$ cat config.mk
export PLATFORM = sky130hd
export DESIGN_NAME = multichannel_sample_packetizer
export DESIGN_NICKNAME = d
export VERILOG_FILES = /design/src/msp_pkg.sv /design/src/msp_queue.sv /design/src/msp_front.sv /design/src/msp_back.sv /design/src/multichannel_sample_packetizer.sv
export SDC_FILE = /design/constraint.sdc
export NUM_CORES = 1
export LEC_CHECK = 0
export BUFFER_PORTS_ARGS = -buffer_cell sky130_fd_sc_hd__buf_2
export CORE_ASPECT_RATIO = 1.25
export CORE_UTILIZATION = 50
export CTS_CLUSTER_SIZE = 40
export DETAILED_ROUTE_END_ITERATION = 10
export PLACE_DENSITY = 0.68
export SKIP_CTS_REPAIR_TIMING = 1
export SLEW_MARGIN = 15
export SYNTH_ARGS = -nofsm -noshare
export SYNTH_HDL_FRONTEND = slang
export SYNTH_HIERARCHICAL = 1
export SYNTH_SLANG_ARGS = --single-unit
$ cat constraint.sdc
create_clock -name clk -period 25.6 [get_ports clk]
set_input_delay 5.12 -clock clk [delete_from_list [all_inputs] [get_ports clk]]
set_output_delay 5.12 -clock clk [all_outputs]
set_load 0.05 [all_outputs]
$ cat src/msp_pkg.sv
// ----------------------------------------------------------------------------
// Sample packetizer package
// Constants, action codes and the job record passed from front to back.
// ----------------------------------------------------------------------------
package msp_pkg;

    localparam int BUF_BYTES   = 1024;
    localparam int NUM_SLOTS   = 4;
    localparam int CYCLE_TICKS = 20;

    // field widths
    localparam int ACT_W    = 2;
    localparam int SAMP_W   = 16;
    localparam int NUM_CH   = 8;
    localparam int SLOT_W   = 2;
    localparam int OFF_W    = 10;
    localparam int BYTE_W   = 8;

    // internal widths
    localparam int WI_W     = $clog2(BUF_BYTES + 2 * NUM_CH + 1);
    localparam int TIC_W    = $clog2(CYCLE_TICKS);
    localparam int PEND_W   = $clog2(NUM_SLOTS + 1);
    localparam int CNT_W    = 16;
    localparam int NB_W     = 5;
    localparam int QDEPTH   = 2;
    localparam int QPTR_W   = $clog2(QDEPTH);
    localparam int QCNT_W   = $clog2(QDEPTH + 1);

    localparam int FULL_SCAN_BYTES = 2 * NUM_CH;
    localparam int PAIR_BYTES      = 4;
    localparam int HDR_BYTES       = 2;

    // action codes
    localparam logic [ACT_W-1:0] ACT_TICK    = 2'd0;
    localparam logic [ACT_W-1:0] ACT_CONSUME = 2'd1;
    localparam logic [ACT_W-1:0] ACT_RESTART = 2'd2;

    // one item's worth of byte writes
    typedef struct packed {
        logic [NB_W-1:0]              samp_bytes;
        logic [WI_W-1:0]              wi;
        logic [SLOT_W-1:0]            slot;
        logic                         has_hdr;
        logic [SLOT_W-1:0]            hslot;
        logic [BYTE_W-1:0]            cnt;
        logic                         status;
        logic                         done;
        logic                         overrun;
        logic                         trigger;
        logic [NUM_CH-1:0][SAMP_W-1:0] samp;
    } job_t;

    typedef struct packed {
        logic full;
        logic empty;
    } q_status_t;

endpackage

$ cat src/msp_queue.sv
// ----------------------------------------------------------------------------
// Sample packetizer job queue
// Two-entry queue of jobs between the front and the back.
// ----------------------------------------------------------------------------
module msp_queue (
    input  logic           clk,
    input  logic           rst_n,
    input  logic           push,
    input  msp_pkg::job_t  push_job,
    input  logic           pop,
    output msp_pkg::job_t  head_job,
    output msp_pkg::q_status_t status
);
    import msp_pkg::*;

    job_t              entry_reg [QDEPTH];
    logic [QPTR_W-1:0] wr_ptr_reg;
    logic [QPTR_W-1:0] rd_ptr_reg;
    logic [QCNT_W-1:0] count_reg;

    assign status.full  = (count_reg == QCNT_W'(QDEPTH));
    assign status.empty = (count_reg == '0);
    assign head_job     = entry_reg[rd_ptr_reg];

    // store pushed jobs
    always_ff @(posedge clk)
    begin
        if (push)
        begin
            entry_reg[wr_ptr_reg] <= push_job;
        end
    end

    // advance pointers and occupancy
    always_ff @(posedge clk or negedge rst_n)
    begin
        if (!rst_n)
        begin
            wr_ptr_reg <= '0;
            rd_ptr_reg <= '0;
            count_reg  <= '0;
        end
        else
        begin
            if (push)
            begin
                wr_ptr_reg <= (wr_ptr_reg == QPTR_W'(QDEPTH - 1)) ? '0 : wr_ptr_reg + 1'b1;
            end
            if (pop)
            begin
                rd_ptr_reg <= (rd_ptr_reg == QPTR_W'(QDEPTH - 1)) ? '0 : rd_ptr_reg + 1'b1;
            end
            if (push && !pop)
            begin
                count_reg <= count_reg + 1'b1;
            end
            else if (pop && !push)
            begin
                count_reg <= count_reg - 1'b1;
            end
        end
    end

endmodule

$ cat src/msp_front.sv
// ----------------------------------------------------------------------------
// Sample packetizer front end
// Accepts items, keeps the buffer bookkeeping and issues byte-write jobs.
// ----------------------------------------------------------------------------
module msp_front (
    input  logic                          clk,
    input  logic                          rst_n,
    input  logic                          in_valid,
    output logic                          in_ready,
    input  logic [msp_pkg::ACT_W-1:0]     action,
    input  logic [msp_pkg::NUM_CH-1:0][msp_pkg::SAMP_W-1:0] samples,
    input  msp_pkg::q_status_t            q_status,
    output logic                          push,
    output msp_pkg::job_t                 push_job
);
    import msp_pkg::*;

    logic [WI_W-1:0]   wi_reg,   wi_next;
    logic [SLOT_W-1:0] slot_reg, slot_next;
    logic [CNT_W-1:0]  cnt_reg,  cnt_next;
    logic [TIC_W-1:0]  tic_reg,  tic_next;
    logic [PEND_W-1:0] pend_reg, pend_next;
    logic              trig_reg, trig_next;

    logic              accept;
    logic [NB_W-1:0]   nsb;
    logic [WI_W-1:0]   wi_end;
    logic [TIC_W-1:0]  tic_inc;
    logic [SLOT_W-1:0] slot_inc;
    logic [PEND_W-1:0] pend_inc;
    logic              full;

    assign in_ready = !q_status.full;
    assign accept   = in_valid && in_ready;

    // tick arithmetic
    always_comb
    begin
        nsb      = (tic_reg == '0) ? NB_W'(FULL_SCAN_BYTES) : NB_W'(PAIR_BYTES);
        wi_end   = wi_reg + WI_W'(nsb);
        full     = (wi_end >= WI_W'(BUF_BYTES));
        tic_inc  = (tic_reg == TIC_W'(CYCLE_TICKS - 1)) ? '0 : tic_reg + 1'b1;
        slot_inc = (slot_reg == SLOT_W'(NUM_SLOTS - 1)) ? '0 : slot_reg + 1'b1;
        pend_inc = (pend_reg == PEND_W'(NUM_SLOTS)) ? pend_reg : pend_reg + 1'b1;
    end

    // decode the action and build the job
    always_comb
    begin
        wi_next   = wi_reg;
        slot_next = slot_reg;
        cnt_next  = cnt_reg;
        tic_next  = tic_reg;
        pend_next = pend_reg;
        trig_next = trig_reg;
        push      = 1'b0;

        push_job            = '0;
        push_job.samp       = samples;
        push_job.wi         = wi_reg;
        push_job.slot       = slot_reg;

        unique case (action)
            ACT_TICK:
            begin
                push                = accept;
                push_job.samp_bytes = nsb;
                push_job.has_hdr    = full;
                push_job.hslot      = slot_inc;
                push_job.cnt        = cnt_reg[BYTE_W-1:0];
                push_job.status     = (tic_inc != '0);
                push_job.done       = 1'b1;
                if (full)
                begin
                    tic_next  = '0;
                    slot_next = slot_inc;
                    cnt_next  = cnt_reg + 1'b1;
                    wi_next   = WI_W'(HDR_BYTES);
                    pend_next = pend_inc;
                    trig_next = 1'b1;
                    push_job.overrun = (pend_inc == PEND_W'(NUM_SLOTS));
                    push_job.trigger = 1'b1;
                end
                else
                begin
                    tic_next = tic_inc;
                    wi_next  = wi_end;
                    push_job.overrun = (pend_reg == PEND_W'(NUM_SLOTS));
                    push_job.trigger = trig_reg;
                end
            end
            ACT_RESTART:
            begin
                push      = accept;
                push_job.has_hdr = 1'b1;
                slot_next = '0;
                cnt_next  = CNT_W'(1);
                tic_next  = '0;
                pend_next = '0;
                trig_next = 1'b0;
                wi_next   = WI_W'(HDR_BYTES);
            end
            ACT_CONSUME:
            begin
                pend_next = (pend_reg == '0) ? '0 : pend_reg - 1'b1;
            end
            default:
            begin
                push = 1'b0;
            end
        endcase
    end

    // update bookkeeping on accepted items
    always_ff @(posedge clk or negedge rst_n)
    begin
        if (!rst_n)
        begin
            wi_reg   <= WI_W'(HDR_BYTES);
            slot_reg <= '0;
            cnt_reg  <= CNT_W'(1);
            tic_reg  <= '0;
            pend_reg <= '0;
            trig_reg <= 1'b0;
        end
        else if (accept)
        begin
            wi_reg   <= wi_next;
            slot_reg <= slot_next;
            cnt_reg  <= cnt_next;
            tic_reg  <= tic_next;
            pend_reg <= pend_next;
            trig_reg <= trig_next;
        end
    end

endmodule

$ cat src/msp_back.sv
// ----------------------------------------------------------------------------
// Sample packetizer back end
// Walks one job a byte per cycle unless the output stalls, and drives the registered output item.
// ----------------------------------------------------------------------------
module msp_back (
    input  logic                        clk,
    input  logic                        rst_n,
    input  msp_pkg::job_t               head_job,
    input  msp_pkg::q_status_t          q_status,
    output logic                        pop,
    output logic                        out_valid,
    input  logic                        out_ready,
    output logic [msp_pkg::SLOT_W-1:0]  slot,
    output logic [msp_pkg::OFF_W-1:0]   byte_offset,
    output logic [msp_pkg::BYTE_W-1:0]  byte_value,
    output logic                        buffer_done,
    output logic                        overrun,
    output logic                        trigger,
    output logic                        last
);
    import msp_pkg::*;

    job_t              job_reg;
    logic              busy_reg;
    logic [NB_W-1:0]   j_reg;
    logic              valid_reg;
    logic [SLOT_W-1:0] slot_reg;
    logic [OFF_W-1:0]  off_reg;
    logic [BYTE_W-1:0] val_reg;
    logic              done_reg;
    logic              ovr_reg;
    logic              trig_reg;
    logic              last_reg;

    logic              out_free;
    logic              step;
    logic              fin;
    logic [NB_W-1:0]   nbytes;
    logic              in_samp;
    logic [WI_W-1:0]   off;
    logic              keep;
    logic              hb;
    logic [SAMP_W-1:0] cur_samp;
    logic [SLOT_W-1:0] slot_next;
    logic [OFF_W-1:0]  off_next;
    logic [BYTE_W-1:0] val_next;
    logic              done_next;

    assign out_free = !valid_reg || out_ready;
    assign step     = busy_reg && out_free;
    assign nbytes   = job_reg.samp_bytes + (job_reg.has_hdr ? NB_W'(HDR_BYTES) : '0);
    assign fin      = step && (j_reg == nbytes - 1'b1);
    assign pop      = !q_status.empty && (!busy_reg || fin);

    // select the byte for the current step
    always_comb
    begin
        in_samp  = (j_reg < job_reg.samp_bytes);
        off      = job_reg.wi + WI_W'(j_reg);
        keep     = !in_samp || (off < WI_W'(BUF_BYTES));
        hb       = j_reg[0] ^ job_reg.samp_bytes[0];
        cur_samp = job_reg.samp[j_reg[3:1]];
        if (in_samp)
        begin
            slot_next = job_reg.slot;
            off_next  = off[OFF_W-1:0];
            val_next  = j_reg[0] ? cur_samp[BYTE_W-1:0] : cur_samp[SAMP_W-1:BYTE_W];
            done_next = 1'b0;
        end
        else
        begin
            slot_next = job_reg.hslot;
            off_next  = OFF_W'(hb);
            val_next  = hb ? BYTE_W'(job_reg.status) : job_reg.cnt;
            done_next = job_reg.done;
        end
    end

    // hold the job being walked
    always_ff @(posedge clk)
    begin
        if (pop)
        begin
            job_reg <= head_job;
        end
    end

    // advance the byte walk
    always_ff @(posedge clk or negedge rst_n)
    begin
        if (!rst_n)
        begin
            busy_reg <= 1'b0;
            j_reg    <= '0;
        end
        else if (pop)
        begin
            busy_reg <= 1'b1;
            j_reg    <= '0;
        end
        else if (fin)
        begin
            busy_reg <= 1'b0;
        end
        else if (step)
        begin
            j_reg <= j_reg + 1'b1;
        end
    end

    // output valid flag
    always_ff @(posedge clk or negedge rst_n)
    begin
        if (!rst_n)
        begin
            valid_reg <= 1'b0;
        end
        else if (out_free)
        begin
            valid_reg <= step && keep;
        end
    end

    // output payload
    always_ff @(posedge clk)
    begin
        if (step && keep)
        begin
            slot_reg <= slot_next;
            off_reg  <= off_next;
            val_reg  <= val_next;
            done_reg <= done_next;
            ovr_reg  <= job_reg.overrun;
            trig_reg <= job_reg.trigger;
            last_reg <= (j_reg == nbytes - 1'b1);
        end
    end

    assign out_valid   = valid_reg;
    assign slot        = slot_reg;
    assign byte_offset = off_reg;
    assign byte_value  = val_reg;
    assign buffer_done = done_reg;
    assign overrun     = ovr_reg;
    assign trigger     = trig_reg;
    assign last        = last_reg;

endmodule

$ cat src/multichannel_sample_packetizer.sv
// ----------------------------------------------------------------------------
// Multichannel sample packetizer
// Packs converter samples and buffer headers into a ring of byte buffers.
// ----------------------------------------------------------------------------
// Input stream (s_*): one item per sampling tick, consume or restart, kind
// in s_tuser, the eight 16-bit channel samples in s_tdata.
// Output stream (m_*): one item per byte written into a slot, with slot,
// offset, value and the overrun and trigger flags in m_tdata, buffer_done in
// m_tuser and m_tlast on the final byte caused by an input item.
// A tick gives 4 sample bytes, 16 on a full-scan tick, and 2 header bytes
// more when the buffer fills; a restart gives 2 header bytes; a consume
// gives none, so an item has up to 18 bytes. The back end emits one byte
// per cycle while m_tready is high. A two-entry job queue lets the front
// accept the next items while the back end is still writing.
// Reset puts write position 2, slot 0, counter 1 and no pending buffers.
// When m_tready is low the current byte holds; the queue fills and then
// s_tready drops until the back end moves again.
// ----------------------------------------------------------------------------
module multichannel_sample_packetizer (
    input  logic         clk,
    input  logic         rst_n,
    input  logic         s_tvalid,
    output logic         s_tready,
    // sample_ch0 .. sample_ch7, 16 bits each, ch0 lowest
    input  logic [127:0] s_tdata,
    // action
    input  logic [1:0]   s_tuser,
    output logic         m_tvalid,
    input  logic         m_tready,
    // slot[1:0], byte_offset[11:2], byte_value[19:12], overrun[20],
    // trigger[21], zero pad[23:22]
    output logic [23:0]  m_tdata,
    // buffer_done
    output logic [0:0]   m_tuser,
    output logic         m_tlast
);
    import msp_pkg::*;

    logic                          push;
    job_t                          push_job;
    job_t                          head_job;
    q_status_t                     q_status;
    logic                          pop;
    logic [NUM_CH-1:0][SAMP_W-1:0] samples;
    logic [SLOT_W-1:0]             slot;
    logic [OFF_W-1:0]              byte_offset;
    logic [BYTE_W-1:0]             byte_value;
    logic                          buffer_done;
    logic                          overrun;
    logic                          trigger;

    assign samples = s_tdata;

    msp_front u_front (
        .clk      (clk),
        .rst_n    (rst_n),
        .in_valid (s_tvalid),
        .in_ready (s_tready),
        .action   (s_tuser),
        .samples  (samples),
        .q_status (q_status),
        .push     (push),
        .push_job (push_job)
    );

    msp_queue u_queue (
        .clk      (clk),
        .rst_n    (rst_n),
        .push     (push),
        .push_job (push_job),
        .pop      (pop),
        .head_job (head_job),
        .status   (q_status)
    );

    msp_back u_back (
        .clk         (clk),
        .rst_n       (rst_n),
        .head_job    (head_job),
        .q_status    (q_status),
        .pop         (pop),
        .out_valid   (m_tvalid),
        .out_ready   (m_tready),
        .slot        (slot),
        .byte_offset (byte_offset),
        .byte_value  (byte_value),
        .buffer_done (buffer_done),
        .overrun     (overrun),
        .trigger     (trigger),
        .last        (m_tlast)
    );

    // pack the output item
    assign m_tdata = {2'b00, trigger, overrun, byte_value, byte_offset, slot};
    assign m_tuser = buffer_done;

endmodule

==> flow_summary.ini, run 1 <==
[drt]
vias_per_cell = 5.28
post-route-drc-count = 5
wl_per_cell_um = 20.0
drtPass1Iterations = 8
detailroute.via_count = 10100
drt-initial-drc-count = 694
number_of_nets_still_failing_antenna_checks_after_routing = 0
routed_wirelength_um = 38400

[critical_path]
critical_path_peak_fanout = 64
critical_path.startpoint_type = input pin
timing.reg2reg.worst_path_depth = 16
setup.reg_to_reg.worst_slack_ns = 21.55
cp-end-kind = register
worst_setup_path_startpoint = s_tuser[0]
r2r-end = u_queue/count_reg[1]$_DFFE_PN0P_
criticalPathCategory = input pin to register
timing.critical_path.required_ns = 25.79
rr_startpoint = u_back/job_reg[157]$_DFFE_PP_
cp_data_arrival_time_ns = 9.01

[timing]
slew_headroom_pct = 29.8
fmax_achieved_mhz = 113
finalCritPeriodShare_pct = 34.5
report.final.hold_viol_count = 0
maximum_clock_skew_at_final_layout_ns = 0.0181
tightestPinTransition_ns = 1.05
setup-violations-final = 0
setup_total_neg_slack_ns = 0
rsz_0062_raised_after_global_routing = no
min_period_ns = 8.82
final_max_slew_viol_count = 0
finalHoldWorstSlack_ns = 0.418

[clocking]
clock_tree.htree_level_count = 2
path_clk_slew_ns = 0.06
insertion_delay_ns = 0.57
tritoncts = built
cts-root-to-sink-buffers = 3
cts_root_buffer = sky130_fd_sc_hd__clkbuf_16
cts.sinks = 547
cts-buffers-inserted = 51

[logic_synthesis]
synth.distinct_cells = 63
synth_edf_count = 507
postSynth.asyncResetShare_pct = 7.31
synth-main-ff-cell = sky130_fd_sc_hd__edfxtp_1
synth_seq_area_share_pct = 71.0
avgSynthCellArea_um2 = 18.2
synthesis.area_um2 = 22900
post_synth_main_area_contributors = sky130_fd_sc_hd__edfxtp_1, sky130_fd_sc_hd__mux2_4, sky130_fd_sc_hd__buf_4
postSynthCellCount = 1257
synth.largest_area_cell = sky130_fd_sc_hd__edfxtp_1
post-synth-top-area-fraction_pct = 66.6
synth_warnings = 6
synth-seq-cells = 547

[floorplan]
die_height_um = 241
initial_utilization_pct = 50.7
coreArea_um2 = 45100
num_io_pins = 162
dieArea_um2 = 46600
floorplan.die.width_um = 193
std_cell_rows = 87

[finish]
layout_commonest_cell = sky130_fd_sc_hd__edfxtp_1
stdcell_count = 1923
most-common-layout-cells = sky130_fd_sc_hd__edfxtp_1, sky130_fd_sc_hd__buf_2, sky130_fd_sc_hd__mux2_2
layout.nets = 1472
drive_gt1_share_pct = 32.4
flow.area_growth_from_synthesis_pct = 8.36
filler_cell_count = 3469
max_ffs_per_register = 322

[global_route]
vias_in_the_first_global_route = 10400
grt.met2_usage_pct = 30.0
grtUsageTotal_pct = 16.7
grt.busiest_layer = met2
antenna_found_initial = 3
aggregate_global_routing_overflow = 0
grt_first_pass_wirelength_um = 59200
use_met3_pct = 2.85
grt_max_degree = 164
groute.layer.met1.usage_pct = 20.6

[run]
reported_max_cap_violation_count = 0

[placed_design]
post-place-cells = 1830
place.port_buffers = 159
routabilityCongestion = 0.777
detailedPlacementHpwl_um = 23900

[status]
failed_checks = DRC
outcome = complete, but fails checks

[min_path]
whs_endpoint = u_back/overrun$_DFFE_PP_
worst_hold_path_type = register to register
holdPathStages = 0
holdCritStartpoint = u_back/job_reg[129]$_DFFE_PP_

[power_and_ir_drop]
ir_drop_mv = 0.0685
leakage_nw = 8.96
powerDensity_nw_per_um2 = 104
==> stage by stage <==
step                      area [µm²]  power, mW  util [%]  worst slack (ns)
after floorplan                22900       1.76         -             11.76
after global placement         23200       1.87      51.4             16.21
after detailed placement       23200       1.88      51.4             16.09
after CTS                      24800       2.62      54.9             16.69
after global routing           24800       2.70      54.9             16.42
final                          24800       2.58      54.9             16.78
==> critical path, cell delays in order <==
cell	delay (ns)
sky130_fd_sc_hd__buf_2	0.11
sky130_fd_sc_hd__inv_1	0.07
sky130_fd_sc_hd__ha_1	0.67
sky130_fd_sc_hd__o21ai_1	0.38
sky130_fd_sc_hd__inv_1	0.35
sky130_fd_sc_hd__and2_4	0.63
sky130_fd_sc_hd__buf_4	0.82
sky130_fd_sc_hd__buf_4	0.73
==> synth_stat cells (4+ instances only) <==
cell and number:
sky130_fd_sc_hd__o211ai_1 5, sky130_fd_sc_hd__and3_1 7, sky130_fd_sc_hd__nand2_1 40, sky130_fd_sc_hd__a221o_1 4, sky130_fd_sc_hd__and2_1 16, sky130_fd_sc_hd__nand3_1 19
sky130_fd_sc_hd__nand2b_1 5, sky130_fd_sc_hd__mux4_1 22, sky130_fd_sc_hd__edfxtp_1 507, sky130_fd_sc_hd__xnor2_1 10, sky130_fd_sc_hd__a211o_1 4, sky130_fd_sc_hd__a21oi_1 13
sky130_fd_sc_hd__dfrtp_1 38, sky130_fd_sc_hd__a22o_1 5, sky130_fd_sc_hd__mux4_2 18, sky130_fd_sc_hd__inv_1 30, sky130_fd_sc_hd__o21ai_0 23, sky130_fd_sc_hd__ha_1 31
sky130_fd_sc_hd__buf_6 17, sky130_fd_sc_hd__mux2_4 80, sky130_fd_sc_hd__buf_4 137, sky130_fd_sc_hd__nor2_1 25, sky130_fd_sc_hd__nor2b_1 13, sky130_fd_sc_hd__nor3_1 8
sky130_fd_sc_hd__a31oi_1 5, sky130_fd_sc_hd__clkbuf_1 9, sky130_fd_sc_hd__a21o_1 4, sky130_fd_sc_hd__mux2_2 81, sky130_fd_sc_hd__xor2_1 15, sky130_fd_sc_hd__buf_2 11
==> kinds of logic (layout without fill, tap and decap cells) <==
group,after synthesis,after routing,share of synthesized area (%)
DFF,547,547,71.0
adders and majority gates,33,33,1.87
muxes,203,203,13.6
other,2,7,0.0329
xor gates and xnor gates,25,25,0.958
buffers and inverters,209,292,6.47
AOI/OAI and AO/OA,83,83,2.41
and+or+nand+nor,155,155,3.60
==> report_power, final <==
group	switching (mW)	internal [mW]	leakage [nW]
registers	0.0666	1.15	5.10
clock network	0.310	0.418	0.787
logic	0.361	0.281	3.07
total	0.738	1.84	8.96
==> layer usage <==
| layer | vias to the layer above | routed length (µm) | part of all wire (%) |
|---|---|---|---|
| met5 | - | 25 | 0.065 |
| met4 | 4 | 907 | 2.4 |
| met3 | 67 | 1360 | 3.5 |
| met2 | 192 | 20200 | 53 |
| met1 | 5119 | 15900 | 41 |
| li1 | 4766 | - | - |
==> worst max path at each step <==
stage	endpoint	slack [ns]	cells after the start
floorplan	u_queue/count_reg[1]$_DFFE_PN0P_	11.76	8
global placement	u_queue/entry_reg[1][64]$_DFFE_PP_	16.21	8
detailed placement	u_queue/entry_reg[1][136]$_DFFE_PP_	16.09	8
CTS	u_queue/entry_reg[1][139]$_DFFE_PP_	16.69	8
global route	u_queue/entry_reg[1][134]$_DFFE_PP_	16.42	8
finish	u_queue/entry_reg[1][134]$_DFFE_PP_	16.78	8
==> area by class of cell <==
| cell class | count | area, µm² | share of cell area (%) |
|---|---|---|---|
| timing repair buffer | 168 | 888 | 3.59 |
| clock buffer | 66 | 1370 | 5.55 |
| sequential | 547 | 16200 | 65.6 |
| antenna | 1 | 2.50 | 0.0101 |
| inverter | 32 | 120 | 0.485 |
| clock inverter | 26 | 235 | 0.950 |
| tap | 578 | 723 | 2.92 |
| multi-input combinational | 505 | 5180 | 20.9 |
No activity file was read; power rests on OpenSTA's default activity.
==> inputs of run 2 (changes only) <==
==> constraint.sdc (replaced) <==
create_clock -name clk -period 9.2 [get_ports clk]
set_input_delay 1.84 -clock clk [delete_from_list [all_inputs] [get_ports clk]]
set_output_delay 1.84 -clock clk [all_outputs]
set_load 0.05 [all_outputs]
==> run 2 against run 1 <==
- the flow still finishes with violations (DRC)
- die area did not move
- critical path depth fell by 1
- sequential cell count did not move
- clock power rose to 2.9 times the previous value
- global-route usage barely moved
- register-to-register slack got worse by 17 ns
- combinational power rose to 2.7 times the previous value
- largest cell class unchanged
- largest power group unchanged
==> flow_summary.ini, run 2 (synthesis gave the netlist of run 1 again) <==
[status]
outcome = complete, but fails checks
failed_checks = DRC

[timing]
tightestPinTransition_ns = 1.09
final_max_slew_viol_count = 0
setup-violations-final = 0
fmax_achieved_mhz = 194
setup_total_neg_slack_ns = 0
min_period_ns = 5.17
finalCritPeriodShare_pct = 56.2
maximum_clock_skew_at_final_layout_ns = 0.0240
slew_headroom_pct = 27.0
rsz_0062_raised_after_global_routing = no
report.final.hold_viol_count = 0

[power_and_ir_drop]
powerDensity_nw_per_um2 = 292
power_mw = 7.24
leakage_nw = 9.01
ir_drop_mv = 0.178

[finish]
filler_cell_count = 3491
layout_commonest_cell = sky130_fd_sc_hd__edfxtp_1
max_ffs_per_register = 322
layout.nets = 1474
area.sequential_um2 = 16200
most-common-layout-cells = sky130_fd_sc_hd__edfxtp_1, sky130_fd_sc_hd__buf_2, sky130_fd_sc_hd__mux2_2
drive_gt1_share_pct = 32.8
multi_input_area_um2 = 5180
flow.area_growth_from_synthesis_pct = 8.60

[critical_path]
cp_data_arrival_time_ns = 5.36
cp.buffers_inverters = 4
criticalPathCategory = input pin to register
cp-end-kind = register
critical_path.startpoint_type = input pin
timing.reg2reg.worst_path_depth = 11
critical-path-max-stage-delay_ns = 0.95
cpLargestDelayFamily = buffers and inverters
critical_path.cell_chain = buf_2 -> inv_1 -> ha_1 -> o21ai_1 -> inv_1 -> nor2b_4 -> buf_4
setup.reg_to_reg.worst_slack_ns = 4.87
critical-path-top-cell-by-count = sky130_fd_sc_hd__inv_1
cp_max_delay_cell = sky130_fd_sc_hd__nor2b_4
timing.critical_path.required_ns = 9.39
critical_path_peak_fanout = 68
r2r-end = u_back/job_reg[84]$_DFFE_PP_
worstSetupPathDepth = 7
rr_startpoint = u_back/job_reg[142]$_DFFE_PP_

[clocking]
cts-buffers-inserted = 51
path_clk_slew_ns = 0.06
clock_tree.htree_level_count = 2
cts-root-to-sink-buffers = 3
cts.sinks = 547
tritoncts = built
insertion_delay_ns = 0.57
cts_root_buffer = sky130_fd_sc_hd__clkbuf_16

[drt]
post-route-drc-count = 12
dr_wl_met3_um = 1620
number_of_nets_still_failing_antenna_checks_after_routing = 0
wl_met1_um = 15500
drt-initial-drc-count = 602
wl_per_cell_um = 19.9
routed_wirelength_um = 38300
wl_met2_um = 20200
vias_per_cell = 5.30
drtPass1Iterations = 10
topRoutingLayerUsed = met5
detailroute.via_count = 10200

[floorplan]
floorplan.die.width_um = 193
std_cell_rows = 87
coreArea_um2 = 45100
initial_utilization_pct = 50.7
num_io_pins = 162
die_height_um = 241
dieArea_um2 = 46600

[global_route]
vias_in_the_first_global_route = 10500
antenna_found_initial = 5
grt_first_pass_wirelength_um = 58900
grt_max_degree = 82
grtUsageTotal_pct = 16.7
aggregate_global_routing_overflow = 0

[placed_design]
detailedPlacementHpwl_um = 24300
routabilityCongestion = 0.760
place.port_buffers = 159

[min_path]
worst_hold_path_type = register to register
holdCritStartpoint = u_back/job_reg[129]$_DFFE_PP_
holdPathStages = 0
whs_endpoint = u_back/overrun$_DFFE_PP_

[run]
reported_max_cap_violation_count = 0
## run 2: cell count changes in the layout (fill, tap and decap cells not counted), sizes merged
cell,delta
buf,+2
inv,-3
bufinv,+2
clkinv,+2
## run 2: through the flow
step	instance area, µm²	hold slack, ns	setup slack, ns	util [%]	cells
CTS	24800	0.449	4.02	55.1	1925
global route	24800	0.444	3.71	55.1	1925
finish	24800	0.441	4.03	55.1	1926
floorplan	22900	0.400	1.81	-	1261
global placement	23100	0.440	3.48	51.3	1832
detailed placement	23100	0.434	3.40	51.3	1832
## run 2: worst max-delay path by stage
stage                           from                                 end  slack, ns
after floorplan             m_tready    u_queue/count_reg[1]$_DFFE_PN0P_       1.81
after global placement    s_tuser[0]   u_queue/entry_reg[0][6]$_DFFE_PP_       3.48
after detailed placement  s_tuser[0]  u_queue/entry_reg[0][22]$_DFFE_PP_       3.40
after CTS                 s_tuser[0]  u_queue/entry_reg[0][59]$_DFFE_PP_       4.02
after global routing      s_tuser[0]   u_queue/entry_reg[0][6]$_DFFE_PP_       3.71
final                     s_tuser[0]  u_queue/entry_reg[0][59]$_DFFE_PP_       4.03
## run 2: area by class of cell
| cell class | instances | share of cell area [%] |
|---|---|---|
| inverters | 32 | 0.484 |
| repair buffers | 170 | 3.54 |
| clock buffers | 66 | 5.62 |
| flip-flops and latches | 547 | 65.4 |
| multi-input cells | 505 | 20.9 |
| diodes | 1 | 0.0101 |
| clock inverters | 27 | 1.12 |
| well taps | 578 | 2.91 |
## run 2: metal layers
metal,track usage [%],up-vias
met5,0,-
met2,30.0,211
met4,5.75,8
met3,2.96,71
met1,20.4,5149
li1,-,4768
## run 2: power by group
part	internal [mW]	switching [mW]	leakage, nW
clock network	1.23	0.864	0.827
logic	0.777	0.987	3.08
registers	3.19	0.196	5.10
total	5.20	2.05	9.01
==> inputs of run 3 (changes only) <==
--- a/config.mk
+++ b/config.mk
@@ -10,7 +10,7 @@
 export CORE_UTILIZATION = 50
 export CTS_CLUSTER_SIZE = 40
 export DETAILED_ROUTE_END_ITERATION = 10
-export PLACE_DENSITY = 0.68
+export PLACE_DENSITY = 0.71
 export SKIP_CTS_REPAIR_TIMING = 1
 export SLEW_MARGIN = 15
 export SYNTH_ARGS = -nofsm -noshare
==> constraint.sdc (replaced) <==
create_clock -name clk -period 4.2 [get_ports clk]
set_input_delay 0.84 -clock clk [delete_from_list [all_inputs] [get_ports clk]]
set_output_delay 0.84 -clock clk [all_outputs]
set_load 0.05 [all_outputs]
==> run 3 against run 2 <==
- the flow still finishes with violations (DRC)
- via count is 0.19% higher
- combinational power is 120% higher
- sequential power is 120% higher
- hold slack better by 0.0019 ns
- wire length is 2.2% higher
- largest cell class unchanged
==> flow_summary.ini, run 3 (synthesis gave the netlist of run 1 again) <==
[status]
outcome = complete, but fails checks
failed_checks = DRC

[critical_path]
worstSetupPathDepth = 11
timing.reg2reg.worst_path_depth = 11
cp_data_arrival_time_ns = 3.65
criticalPathCategory = register to register
critical_path.cell_chain = inv_1 -> ha_1 -> inv_1 -> ha_2 -> fa_1 -> xor2_1 -> nor3_1 -> nand3_1 -> o21ai_1 -> nor2b_4 -> buf_4
critical_path.startpoint_type = register
cp.buffers_inverters = 3
cp_max_delay_cell = sky130_fd_sc_hd__buf_4
critical-path-max-stage-delay_ns = 0.56
cpLargestDelayFamily = adder cells
cp-end-kind = register
critical_path_peak_fanout = 51
critical-path-top-cell-by-count = sky130_fd_sc_hd__inv_1
timing.critical_path.required_ns = 4.39

[power_and_ir_drop]
cell_internal_pwr_mw = 11.1
powerDensity_nw_per_um2 = 629
power_mw = 15.7
leakage_nw = 8.98
power_frac_clock_pct = 27.3
power_share_of_the_sequential_group_pct = 47.4
p_sw_mw = 4.54
ir_drop_mv = 0.375
power_frac_comb_pct = 25.3
power_switching_share_pct = 29.0

[timing]
slew_headroom_pct = 33.4
setup-violations-final = 0
finalCritPeriodShare_pct = 82.3
min_period_ns = 3.46
rsz_0062_raised_after_global_routing = no
fmax_achieved_mhz = 289
report.final.hold_viol_count = 0
tightestPinTransition_ns = 0.999
finalHoldWorstSlack_ns = 0.443
maximum_clock_skew_at_final_layout_ns = 0.0184
final_max_slew_viol_count = 0

[clocking]
cts-root-to-sink-buffers = 3
tritoncts = built
cts-buffers-inserted = 51
insertion_delay_ns = 0.57
path_clk_slew_ns = 0.06
cts_root_buffer = sky130_fd_sc_hd__clkbuf_16
clock_tree.htree_level_count = 2
cts.sinks = 547

[global_route]
grt_max_degree = 85
grt_first_pass_wirelength_um = 59700
antenna_found_initial = 4
grtUsageTotal_pct = 17.0
vias_in_the_first_global_route = 10400
aggregate_global_routing_overflow = 0

[finish]
area.sequential_um2 = 16200
layout.nets = 1479
multi_input_area_um2 = 5240
finish.utilization_pct = 55.2
flow.area_growth_from_synthesis_pct = 8.93
layout_commonest_cell = sky130_fd_sc_hd__edfxtp_1
drive_gt1_share_pct = 33.1
final_cell_area_um2 = 24900
max_ffs_per_register = 322
most-common-layout-cells = sky130_fd_sc_hd__edfxtp_1, sky130_fd_sc_hd__buf_2, sky130_fd_sc_hd__mux2_2
filler_cell_count = 3491

[floorplan]
initial_utilization_pct = 50.7
floorplan.die.width_um = 193
coreArea_um2 = 45100
std_cell_rows = 87
dieArea_um2 = 46600
num_io_pins = 162
die_height_um = 241

[min_path]
worst_hold_path_type = input pin to async pin

[drt]
routed_wirelength_um = 39200
vias_per_cell = 5.29
drtPass1Iterations = 9
post-route-drc-count = 4
detailroute.via_count = 10200
drt-initial-drc-count = 601
wl_per_cell_um = 20.3
number_of_nets_still_failing_antenna_checks_after_routing = 0

[placed_design]
placedInstanceArea_um2 = 23300
routabilityCongestion = 0.803
detailedPlacementHpwl_um = 26300
place.port_buffers = 159

[run]
reported_max_cap_violation_count = 0
run 3: cell types whose count changed in the layout (fill, tap and decap cells not counted), moves of 2 or more:
cell and delta:
sky130_fd_sc_hd__buf_12 +8, sky130_fd_sc_hd__bufinv_16 -5, sky130_fd_sc_hd__diode_2 +2, sky130_fd_sc_hd__inv_2 +2, sky130_fd_sc_hd__buf_4 -3, sky130_fd_sc_hd__ha_1 -3
sky130_fd_sc_hd__inv_6 +3, sky130_fd_sc_hd__clkbuf_1 +8, sky130_fd_sc_hd__inv_1 -3, sky130_fd_sc_hd__clkinvlp_4 +2, sky130_fd_sc_hd__clkinv_2 -7, sky130_fd_sc_hd__ha_4 +2
run 3: worst paths after layout:
path | slack [ns] | end | start
max | 0.74 | u_back/job_reg[33]$_DFFE_PP_ | u_back/job_reg[157]$_DFFE_PP_
min | 0.44 | u_front/pend_reg[1]$_DFFE_PN0P_ | rst_n
max reg2reg | 0.74 | u_back/job_reg[33]$_DFFE_PP_ | u_back/job_reg[157]$_DFFE_PP_
min reg2reg | 0.46 | u_back/trigger$_DFFE_PP_ | u_back/job_reg[128]$_DFFE_PP_
max in group asynchronous | 3.02 | u_queue/rd_ptr_reg$_DFFE_PN0P_ | rst_n
min in group clk | 0.46 | u_back/trigger$_DFFE_PP_ | u_back/job_reg[128]$_DFFE_PP_
run 3: layer usage:
layer	GRT usage [%]	routed length (µm)	part of all wire, %
met5	0	8	0.020
met4	5.60	973	2.5
met3	2.77	1790	4.6
met2	31.1	21000	54
met1	20.4	15400	39
run 3: cell type report:
cell class	instances	area share, %
clock buffer	73	5.62
sequential	547	65.2
antenna	3	0.0302
multi-input combinational	505	21.0
timing repair buffer	175	4.08
clock inverter	21	0.613
tap	578	2.91
inverter	32	0.498
run 3: power by group through the flow:
stage                     sequential [mW]  combinational (mW)  clock, mW
after floorplan                      7.64                2.99          0
after detailed placement             7.54                4.02          0
after CTS                            7.43                4.03       4.40
after global routing                 7.49                4.28       4.59
after global placement               7.49                3.96          0
final                                7.42                3.96       4.28
run 3: per-stage QoR:
step,setup TNS (ns),worst slack (ns),std cells
CTS,0,0.737,1931
global route,0,0.553,1932
global placement,0,0.866,1837
detailed placement,0,0.747,1837
floorplan,-116.63,-1.12,1261
finish,0,0.742,1934
